$ cat config.mk
export PLATFORM = sky130hd
export DESIGN_NAME = record_sort_by_key
export DESIGN_NICKNAME = d
export VERILOG_FILES = /design/src/rtl/core/rsbk_pkg.sv /design/src/rtl/core/rsbk_ctrl.sv /design/src/rtl/core/rsbk_dp.sv /design/src/rtl/core/record_sort_by_key.sv
export SDC_FILE = /design/constraint.sdc
export NUM_CORES = 2
export LEC_CHECK = 0
export ABC_CLOCK_PERIOD_IN_PS = 12730
export BUFFER_PORTS_ARGS = -buffer_cell sky130_fd_sc_hd__buf_2
export CAP_MARGIN = 30
export CORE_UTILIZATION = 28
export CTS_CLUSTER_SIZE = 24
export DETAILED_ROUTE_END_ITERATION = 8
export SYNTH_ARGS = -nofsm -noshare
export SYNTH_HDL_FRONTEND = slang
export SYNTH_SLANG_ARGS = --single-unit
$ cat constraint.sdc
create_clock -name clk -period 12.73 [get_ports clk]
set_input_delay 0.6365 -clock clk [delete_from_list [all_inputs] [get_ports clk]]
set_output_delay 0.6365 -clock clk [all_outputs]
set_load 0.02 [all_outputs]
$ cat src/rtl/core/rsbk_pkg.sv
`timescale 1ns / 1ps
// ----------------------------------------------------------------------------
// rsbk_pkg
// shared types and default sizes for the record sorter
// ----------------------------------------------------------------------------
package rsbk_pkg;

    localparam int MAX_RECORDS_DEF  = 64;
    localparam int KEY_BITS_DEF     = 32;
    localparam int PAYLOAD_BITS_DEF = 32;

    // controller to datapath commands
    typedef struct packed {
        logic load;   // store the incoming request
        logic last;   // incoming request closes the batch
        logic scan;   // walk the store looking for the next record
        logic emit;   // present the selected record
    } cmd_t;

    // datapath to controller status
    typedef struct packed {
        logic scan_done;  // last candidate compared this cycle
        logic batch_end;  // record being emitted is the final one
    } sts_t;

endpackage

$ cat src/rtl/core/rsbk_ctrl.sv
`timescale 1ns / 1ps
// ----------------------------------------------------------------------------
// rsbk_ctrl
// sequencer: load, scan for next record, emit
// ----------------------------------------------------------------------------
module rsbk_ctrl
(
    input  logic          clk,
    input  logic          rst_n,
    input  logic          start,
    input  logic          last,
    input  rsbk_pkg::sts_t sts,
    output rsbk_pkg::cmd_t cmd,
    output logic          busy,
    output logic          done
);

    typedef enum logic [1:0] {ST_LOAD, ST_SCAN, ST_EMIT} state_t;

    state_t state_reg, state_next;

    always_comb
    begin
        state_next = state_reg;
        case (state_reg)
            ST_LOAD:
            begin
                if (start && last)
                begin
                    state_next = ST_SCAN;
                end
            end
            ST_SCAN:
            begin
                if (sts.scan_done)
                begin
                    state_next = ST_EMIT;
                end
            end
            ST_EMIT:
            begin
                state_next = sts.batch_end ? ST_LOAD : ST_SCAN;
            end
            default:
            begin
                state_next = ST_LOAD;
            end
        endcase
    end

    always_ff @(posedge clk or negedge rst_n)
    begin
        if (!rst_n)
        begin
            state_reg <= ST_LOAD;
        end
        else
        begin
            state_reg <= state_next;
        end
    end

    assign busy     = (state_reg != ST_LOAD);
    assign done     = (state_reg == ST_EMIT);
    assign cmd.load = start && (state_reg == ST_LOAD);
    assign cmd.last = last;
    assign cmd.scan = (state_reg == ST_SCAN);
    assign cmd.emit = (state_reg == ST_EMIT);

endmodule

$ cat src/rtl/core/rsbk_dp.sv
`timescale 1ns / 1ps
// ----------------------------------------------------------------------------
// rsbk_dp
// record store, scan compare and output registers
// ----------------------------------------------------------------------------
module rsbk_dp
#(
    parameter int MAX_RECORDS  = rsbk_pkg::MAX_RECORDS_DEF,
    parameter int KEY_BITS     = rsbk_pkg::KEY_BITS_DEF,
    parameter int PAYLOAD_BITS = rsbk_pkg::PAYLOAD_BITS_DEF
)
(
    input  logic                           clk,
    input  logic                           rst_n,
    input  rsbk_pkg::cmd_t                 cmd,
    input  logic signed [KEY_BITS-1:0]     key,
    input  logic        [PAYLOAD_BITS-1:0] payload,
    output rsbk_pkg::sts_t                 sts,
    output logic signed [KEY_BITS-1:0]     sorted_key,
    output logic        [PAYLOAD_BITS-1:0] sorted_payload,
    output logic                           end_of_batch,
    output logic                           dropped
);

    localparam int AW = (MAX_RECORDS > 1) ? $clog2(MAX_RECORDS) : 1;
    localparam int CW = $clog2(MAX_RECORDS + 1);
    localparam logic [CW-1:0] MAX_CNT = CW'(MAX_RECORDS);

    logic [KEY_BITS+PAYLOAD_BITS-1:0] mem [MAX_RECORDS];

    logic [CW-1:0] count_reg, scan_reg, emit_cnt_reg;
    logic          ovf_reg, rv_reg, best_v_reg, have_last_reg;
    logic [AW-1:0] ridx_reg, best_idx_reg, last_idx_reg;
    logic [KEY_BITS+PAYLOAD_BITS-1:0] rdata_reg;
    logic signed [KEY_BITS-1:0] best_key_reg, last_key_reg;
    logic [PAYLOAD_BITS-1:0]    best_pay_reg;

    logic signed [KEY_BITS-1:0] rkey;
    logic issue, after_last, beats_best, take;

    assign issue = cmd.scan && (scan_reg < count_reg);
    assign rkey  = rdata_reg[KEY_BITS+PAYLOAD_BITS-1:PAYLOAD_BITS];

    // lexicographic order on (key, arrival index) keeps ties stable
    assign after_last = !have_last_reg || (rkey > last_key_reg) ||
                        ((rkey == last_key_reg) && (ridx_reg > last_idx_reg));
    assign beats_best = !best_v_reg || (rkey < best_key_reg);
    assign take       = rv_reg && after_last && beats_best;

    always_ff @(posedge clk)
    begin
        if (cmd.load && (count_reg < MAX_CNT))
        begin
            mem[count_reg[AW-1:0]] <= {key, payload};
        end
        rdata_reg <= mem[scan_reg[AW-1:0]];
        ridx_reg  <= scan_reg[AW-1:0];
        if (take)
        begin
            best_key_reg <= rkey;
            best_pay_reg <= rdata_reg[PAYLOAD_BITS-1:0];
            best_idx_reg <= ridx_reg;
        end
        if (cmd.emit)
        begin
            last_key_reg <= best_key_reg;
            last_idx_reg <= best_idx_reg;
        end
    end

    always_ff @(posedge clk or negedge rst_n)
    begin
        if (!rst_n)
        begin
            count_reg     <= '0;
            ovf_reg       <= 1'b0;
            scan_reg      <= '0;
            rv_reg        <= 1'b0;
            best_v_reg    <= 1'b0;
            have_last_reg <= 1'b0;
            emit_cnt_reg  <= '0;
        end
        else
        begin
            rv_reg <= issue;
            if (issue)
            begin
                scan_reg <= scan_reg + 1'b1;
            end
            if (take)
            begin
                best_v_reg <= 1'b1;
            end
            if (cmd.load)
            begin
                if (count_reg < MAX_CNT)
                begin
                    count_reg <= count_reg + 1'b1;
                end
                else
                begin
                    ovf_reg <= 1'b1;
                end
                scan_reg   <= '0;
                best_v_reg <= 1'b0;
            end
            if (cmd.emit)
            begin
                scan_reg      <= '0;
                best_v_reg    <= 1'b0;
                have_last_reg <= 1'b1;
                emit_cnt_reg  <= emit_cnt_reg + 1'b1;
                if (sts.batch_end)
                begin
                    count_reg     <= '0;
                    ovf_reg       <= 1'b0;
                    have_last_reg <= 1'b0;
                    emit_cnt_reg  <= '0;
                end
            end
        end
    end

    assign sts.scan_done = rv_reg && (ridx_reg == AW'(count_reg - 1'b1));
    assign sts.batch_end = (emit_cnt_reg == (count_reg - 1'b1));

    assign sorted_key     = best_key_reg;
    assign sorted_payload = best_pay_reg;
    assign end_of_batch   = sts.batch_end;
    assign dropped        = ovf_reg;

    a_count_cap: assert property (@(posedge clk) disable iff (!rst_n)
        count_reg <= MAX_CNT) else $error("record count over capacity");
    a_end_clears: assert property (@(posedge clk) disable iff (!rst_n)
        cmd.emit && sts.batch_end |=> count_reg == '0 && !ovf_reg)
        else $error("batch state not cleared after final record");
    a_read_in_range: assert property (@(posedge clk) disable iff (!rst_n)
        rv_reg |-> CW'(ridx_reg) < count_reg)
        else $error("scan read beyond stored records");
    a_emit_has_best: assert property (@(posedge clk) disable iff (!rst_n)
        cmd.emit |-> best_v_reg) else $error("emit without selected record");

endmodule

$ cat src/rtl/core/record_sort_by_key.sv
`timescale 1ns / 1ps
// ----------------------------------------------------------------------------
// record_sort_by_key
// batch sorter: collects key/payload records, returns them by ascending key
// ----------------------------------------------------------------------------
// A request is taken when start is high and busy is low; one request per
// cycle while loading. Requests past MAX_RECORDS are discarded and every
// result of that batch shows dropped. The request with last set closes the
// batch; busy then stays high until the final result. Results come out with
// done high for exactly one cycle each and cannot be held off by the
// receiver. Equal keys leave in arrival order. Each result costs one full
// pass over the n stored records through the single read port of the store,
// so a batch of n records drains in n such passes. There is no clearing
// pass after reset.
// ----------------------------------------------------------------------------
module record_sort_by_key
#(
    parameter int MAX_RECORDS  = rsbk_pkg::MAX_RECORDS_DEF,
    parameter int KEY_BITS     = rsbk_pkg::KEY_BITS_DEF,
    parameter int PAYLOAD_BITS = rsbk_pkg::PAYLOAD_BITS_DEF
)
(
    input  logic                           clk,
    input  logic                           rst_n,
    input  logic                           start,
    output logic                           busy,
    input  logic signed [KEY_BITS-1:0]     key,
    input  logic        [PAYLOAD_BITS-1:0] payload,
    input  logic                           last,
    output logic                           done,
    output logic signed [KEY_BITS-1:0]     sorted_key,
    output logic        [PAYLOAD_BITS-1:0] sorted_payload,
    output logic                           end_of_batch,
    output logic                           dropped
);

    rsbk_pkg::cmd_t cmd;   // sequencer commands
    rsbk_pkg::sts_t sts;   // scan and batch status

    // sequencer: load until last, then alternate scan and emit
    rsbk_ctrl u_ctrl
    (
        .clk   (clk),
        .rst_n (rst_n),
        .start (start),
        .last  (last),
        .sts   (sts),
        .cmd   (cmd),
        .busy  (busy),
        .done  (done)
    );

    // store plus the next-greater search over (key, arrival index)
    rsbk_dp
    #(
        .MAX_RECORDS  (MAX_RECORDS),
        .KEY_BITS     (KEY_BITS),
        .PAYLOAD_BITS (PAYLOAD_BITS)
    )
    u_dp
    (
        .clk            (clk),
        .rst_n          (rst_n),
        .cmd            (cmd),
        .key            (key),
        .payload        (payload),
        .sts            (sts),
        .sorted_key     (sorted_key),
        .sorted_payload (sorted_payload),
        .end_of_batch   (end_of_batch),
        .dropped        (dropped)
    );

endmodule

==> impl_metrics.py <==
metrics = {
    "cells_and_area": {
        "finish.instance_area_um2": 190000,
        "drive_above_1_share_pct": 33.1,
        "n_fill_cell": 53400,
        "area_growth_pct": 16.5,
        "regArea_um2": 128000,
        "multi_input_area_um2": 33500,
        "nets": 7118,
        "largest_reg_flops": 4096,
    },
    "critical_path": {
        "reg2reg_depth": 12,
        "critical_path.top_delay_family": "compound AO/OA/AOI/OAI gates",
        "ff2ff_setup_slack_ns": 7.43,
        "cp_slowest_stage_delay_ns": 0.82,
        "reg2reg_to": "u_dp.sorted_payload[0]$_DFFE_PP_",
        "worst_ep_arrival_time_ns": 5.85,
        "cp_cell_sequence": "inv_1 -> ha_1 -> nor2b_1 -> o211ai_1 -> a21boi_0 -> o41ai_2 -> o211ai_1 -> xor2_1 -> a31oi_1 -> a21boi_4 -> buf_4 -> buf_4",
        "cp_max_fo": 29,
        "cp-end-kind": "flop",
        "worstSetupPathType": "reg2reg",
        "crit_slowest_cell": "o41ai_2",
        "worstPathRequired_ns": 13.28,
        "startpoint_type": "flop",
        "path_buf_inv": 3,
        "reg2reg_from": "u_dp.last_key_reg[1]$_DFFE_PP_",
    },
    "placed_design": {
        "gp_congestion": 0.771,
        "place_hpwl_um": 240000,
        "port_buffers": 135,
        "place_area_um2": 175000,
        "pre_cts_slack_ns": 7.20,
    },
    "synth": {
        "synth_top_area_share_pct": 77.5,
        "synth_compound_area_share_pct": 0.323,
        "ys_seq_area_share_pct": 78.7,
        "synth_nets": 6575,
        "ys.flop_type": "edfxtp_1",
        "synth.area.mux_share_pct": 18.6,
        "synth_xor_area_share_pct": 0.156,
        "synth_top_family_by_area": "multiplexers",
        "synth_area_um2": 163000,
        "synthSimpleGateAreaFrac_pct": 0.559,
        "yosysWarnings": 0,
        "synth_cells": 6428,
        "syn_area_per_cell_um2": 25.4,
        "ys_types": 47,
        "async_reset_ff_share_pct": 0.628,
        "synth_area_leaders": "edfxtp_1 (77%), mux4_2 (19%), dfxtp_1 (0.86%)",
        "synth_fa_ha_area_share_pct": 0.607,
        "synth_edf_count": 4204,
        "synth_top_area_cell": "edfxtp_1",
        "synth_seq_cells": 4301,
    },
    "power_and_ir_drop": {
        "switchingPower_uw": 10600,
        "p_comb_share_pct": 25.0,
        "cellLeakagePower_uw": 0.0578,
        "p_seq_share_pct": 42.7,
        "p_per_area_nw_per_um2": 202,
        "switching_share_pct": 27.6,
        "power.total_uw": 38300,
        "power_frac_clock_pct": 32.3,
        "internal_power_uw": 27800,
        "vdd_ir_drop_max_mv": 0.299,
    },
    "timing": {
        "tightest_slew_ns": 1.21,
        "fmax_mhz": 189,
        "hold_viol": 0,
        "rsz0062_at_grt": "false",
        "setup_violations": 0,
        "hold_ws_ns": 0.0539,
        "finalSetupTns_ns": 0,
        "max_slew_margin_pct": 19.2,
        "slew_viol_final": 0,
        "setup_slack_ns": 7.43,
        "fin_skew_ns": 0.0739,
        "period_share_pct": 41.6,
        "period_minus_slack_ns": 5.30,
    },
    "clocking": {
        "cts_made_buffers": 423,
        "cts_tree": "yes",
        "clock_latency_ns": 0.99,
        "h-tree-depth": 5,
        "root_buffer": "clkbuf_16",
        "clock_sinks": 4301,
        "cts_buffer_depth": 4,
        "post-cts-setup-buffers": 0,
        "clk_pin_slew_worst_paths_ns": 0.07,
    },
    "outcome": {
        "status": "complete, no violations",
    },
    "route": {
        "first_iter_violations": 9682,
        "met2_length_um": 226000,
        "route.vias.total": 75700,
        "met1_length_um": 181000,
        "drt-total-wl_um": 457000,
        "antenna_left": 0,
        "viasPerCell": 5.03,
        "drc": 0,
        "top_layer_used": "met5",
        "route.met3.wl_um": 36400,
        "wire_per_inst_um": 30.3,
        "firstDrtPassIters": 8,
    },
    "floorplan": {
        "die_h_um": 765,
        "floorplan.initialDensity_pct": 28.2,
        "dieArea_um2": 585000,
        "rows": 279,
        "ioPinCount": 136,
        "dieWidth_um": 765,
        "core_um2": 578000,
    },
    "flow_run": {
        "max_cap_viol_count": 0,
    },
    "global_routing": {
        "grt_overflow": 0,
        "grt_pass1_vias": 76200,
        "antenna_found_initial": 49,
        "grt_pass1_wl_um": 626000,
        "grt_max_degree": 158,
        "track_usage_pct": 15.2,
    },
    "min_path": {
        "hold_path.class": "in2reg",
        "hold_depth": 1,
        "hp-start": "payload[21]",
        "min_to": "u_dp.mem[44][21]$_DFFE_PP_",
    },
}
synth_stat cells, types with 7 or more instances:
library cell,instances
a21oi_1,22
xor2_1,13
buf_1,18
and4_1,7
nand4_1,16
edfxtp_1,4204
clkbuf_1,183
xnor2_1,16
mux4_2,1344
ha_1,79
dfxtp_1,70
o21ai_0,18
dfrtp_1,27
a21o_1,11
nand2_1,33
inv_1,79
nor2_1,94
buf_2,105
nand3_1,19
routing by layer:
metal,global-route usage (%),up-vias
li1,-,29100
met1,20.2,42200
met2,25.6,3657
met3,2.69,741
met4,4.02,22
met5,0,-
cell usage in the layout, fill, tap and decap left out, drive strengths merged, types with 3 or more instances in the layout:
master and n:
clkinvlp 10, inv 91, nand2b 4, dlygate4sd3 19, dfrtp 27, nor2b 6
nor4 5, nand4 16, nor2 94, o21a 4, and4 7, ha 79
nand3 19, mux4 1344, clkbuf 548, clkinv 177, nor3 6, a2111oi 4
xor2 13, a21o 11, diode 12, xnor2 16, a21oi 22, a211oi 4
bufinv 35, buf 411, edfxtp 4204, o21ai 19, mux2i 6, dfxtp 70
nand2 33, o22ai 3
worst max-delay path by stage:
stage                                    from                          endpoint  slack [ns]  cells past startpoint
6_report       u_dp.last_key_reg[1]$_DFFE_PP_  u_dp.sorted_payload[0]$_DFFE_PP_        7.43                     12
5_1_grt        u_dp.last_key_reg[1]$_DFFE_PP_  u_dp.sorted_payload[0]$_DFFE_PP_        7.31                     12
4_1_cts          u_dp.scan_reg[0]$_DFFE_PN0P_        u_dp.rdata_reg[40]$_DFF_P_        7.19                      7
3_5_place_dp     u_dp.scan_reg[0]$_DFFE_PN0P_        u_dp.rdata_reg[41]$_DFF_P_        7.20                      7
3_3_place_gp     u_dp.scan_reg[0]$_DFFE_PN0P_        u_dp.rdata_reg[38]$_DFF_P_        7.14                      6
2_1_floorplan   u_dp.sorted_key[25]$_DFFE_PP_    u_dp.best_idx_reg[0]$_DFFE_PP_        5.11                     10
cell families after synthesis:
group | after synthesis
buf+inv | 391
simple gates | 198
mux | 1350
flops | 4301
xor+xnor | 29
fa+ha+maj | 79
compound gates | 80
through the flow:
step                      std cells  util (%)
final                         15100      32.8
after global routing          15100      32.8
after CTS                     15000      32.6
after detailed placement      14200      30.2
after global placement        14200      30.1
after floorplan                6428         -
power by group through the flow:
stage,combinational (µW),clock (µW),sequential [µW]
3_3_place_gp,9430,0,16700
4_1_cts,9670,12600,16400
3_5_place_dp,9640,0,16700
6_report,9580,12400,16400
2_1_floorplan,6640,0,16600
5_1_grt,10100,13100,16400
worst reg2reg max path: stages, from the launching register on:
cell	delay [ns]
edfxtp_1	0.38
inv_1	0.07
ha_1	0.24
nor2b_1	0.14
o211ai_1	0.26
a21boi_0	0.19
o41ai_2	0.82
o211ai_1	0.23
xor2_1	0.20
a31oi_1	0.24
a21boi_4	0.62
buf_4	0.67
buf_4	0.76
repair_timing:
| item | CTS | global route |
|---|---|---|
| hold buffers | 1 | 18 |
| gates resized for setup | 0 | 0 |
| endpoints found under the hold margin | 27 | 41 |
final cells by class:
class / instances / share of cell area, %
flip-flops and latches: 4301 / 67.6
clock buffers: 548 / 5.98
multi-input cells: 1736 / 17.6
well taps: 7727 / 5.09
diodes: 12 / 0.0158
clock inverters: 234 / 1.25
repair buffers: 430 / 2.28
inverters: 79 / 0.156
Power figures use the tool's default switching activity.
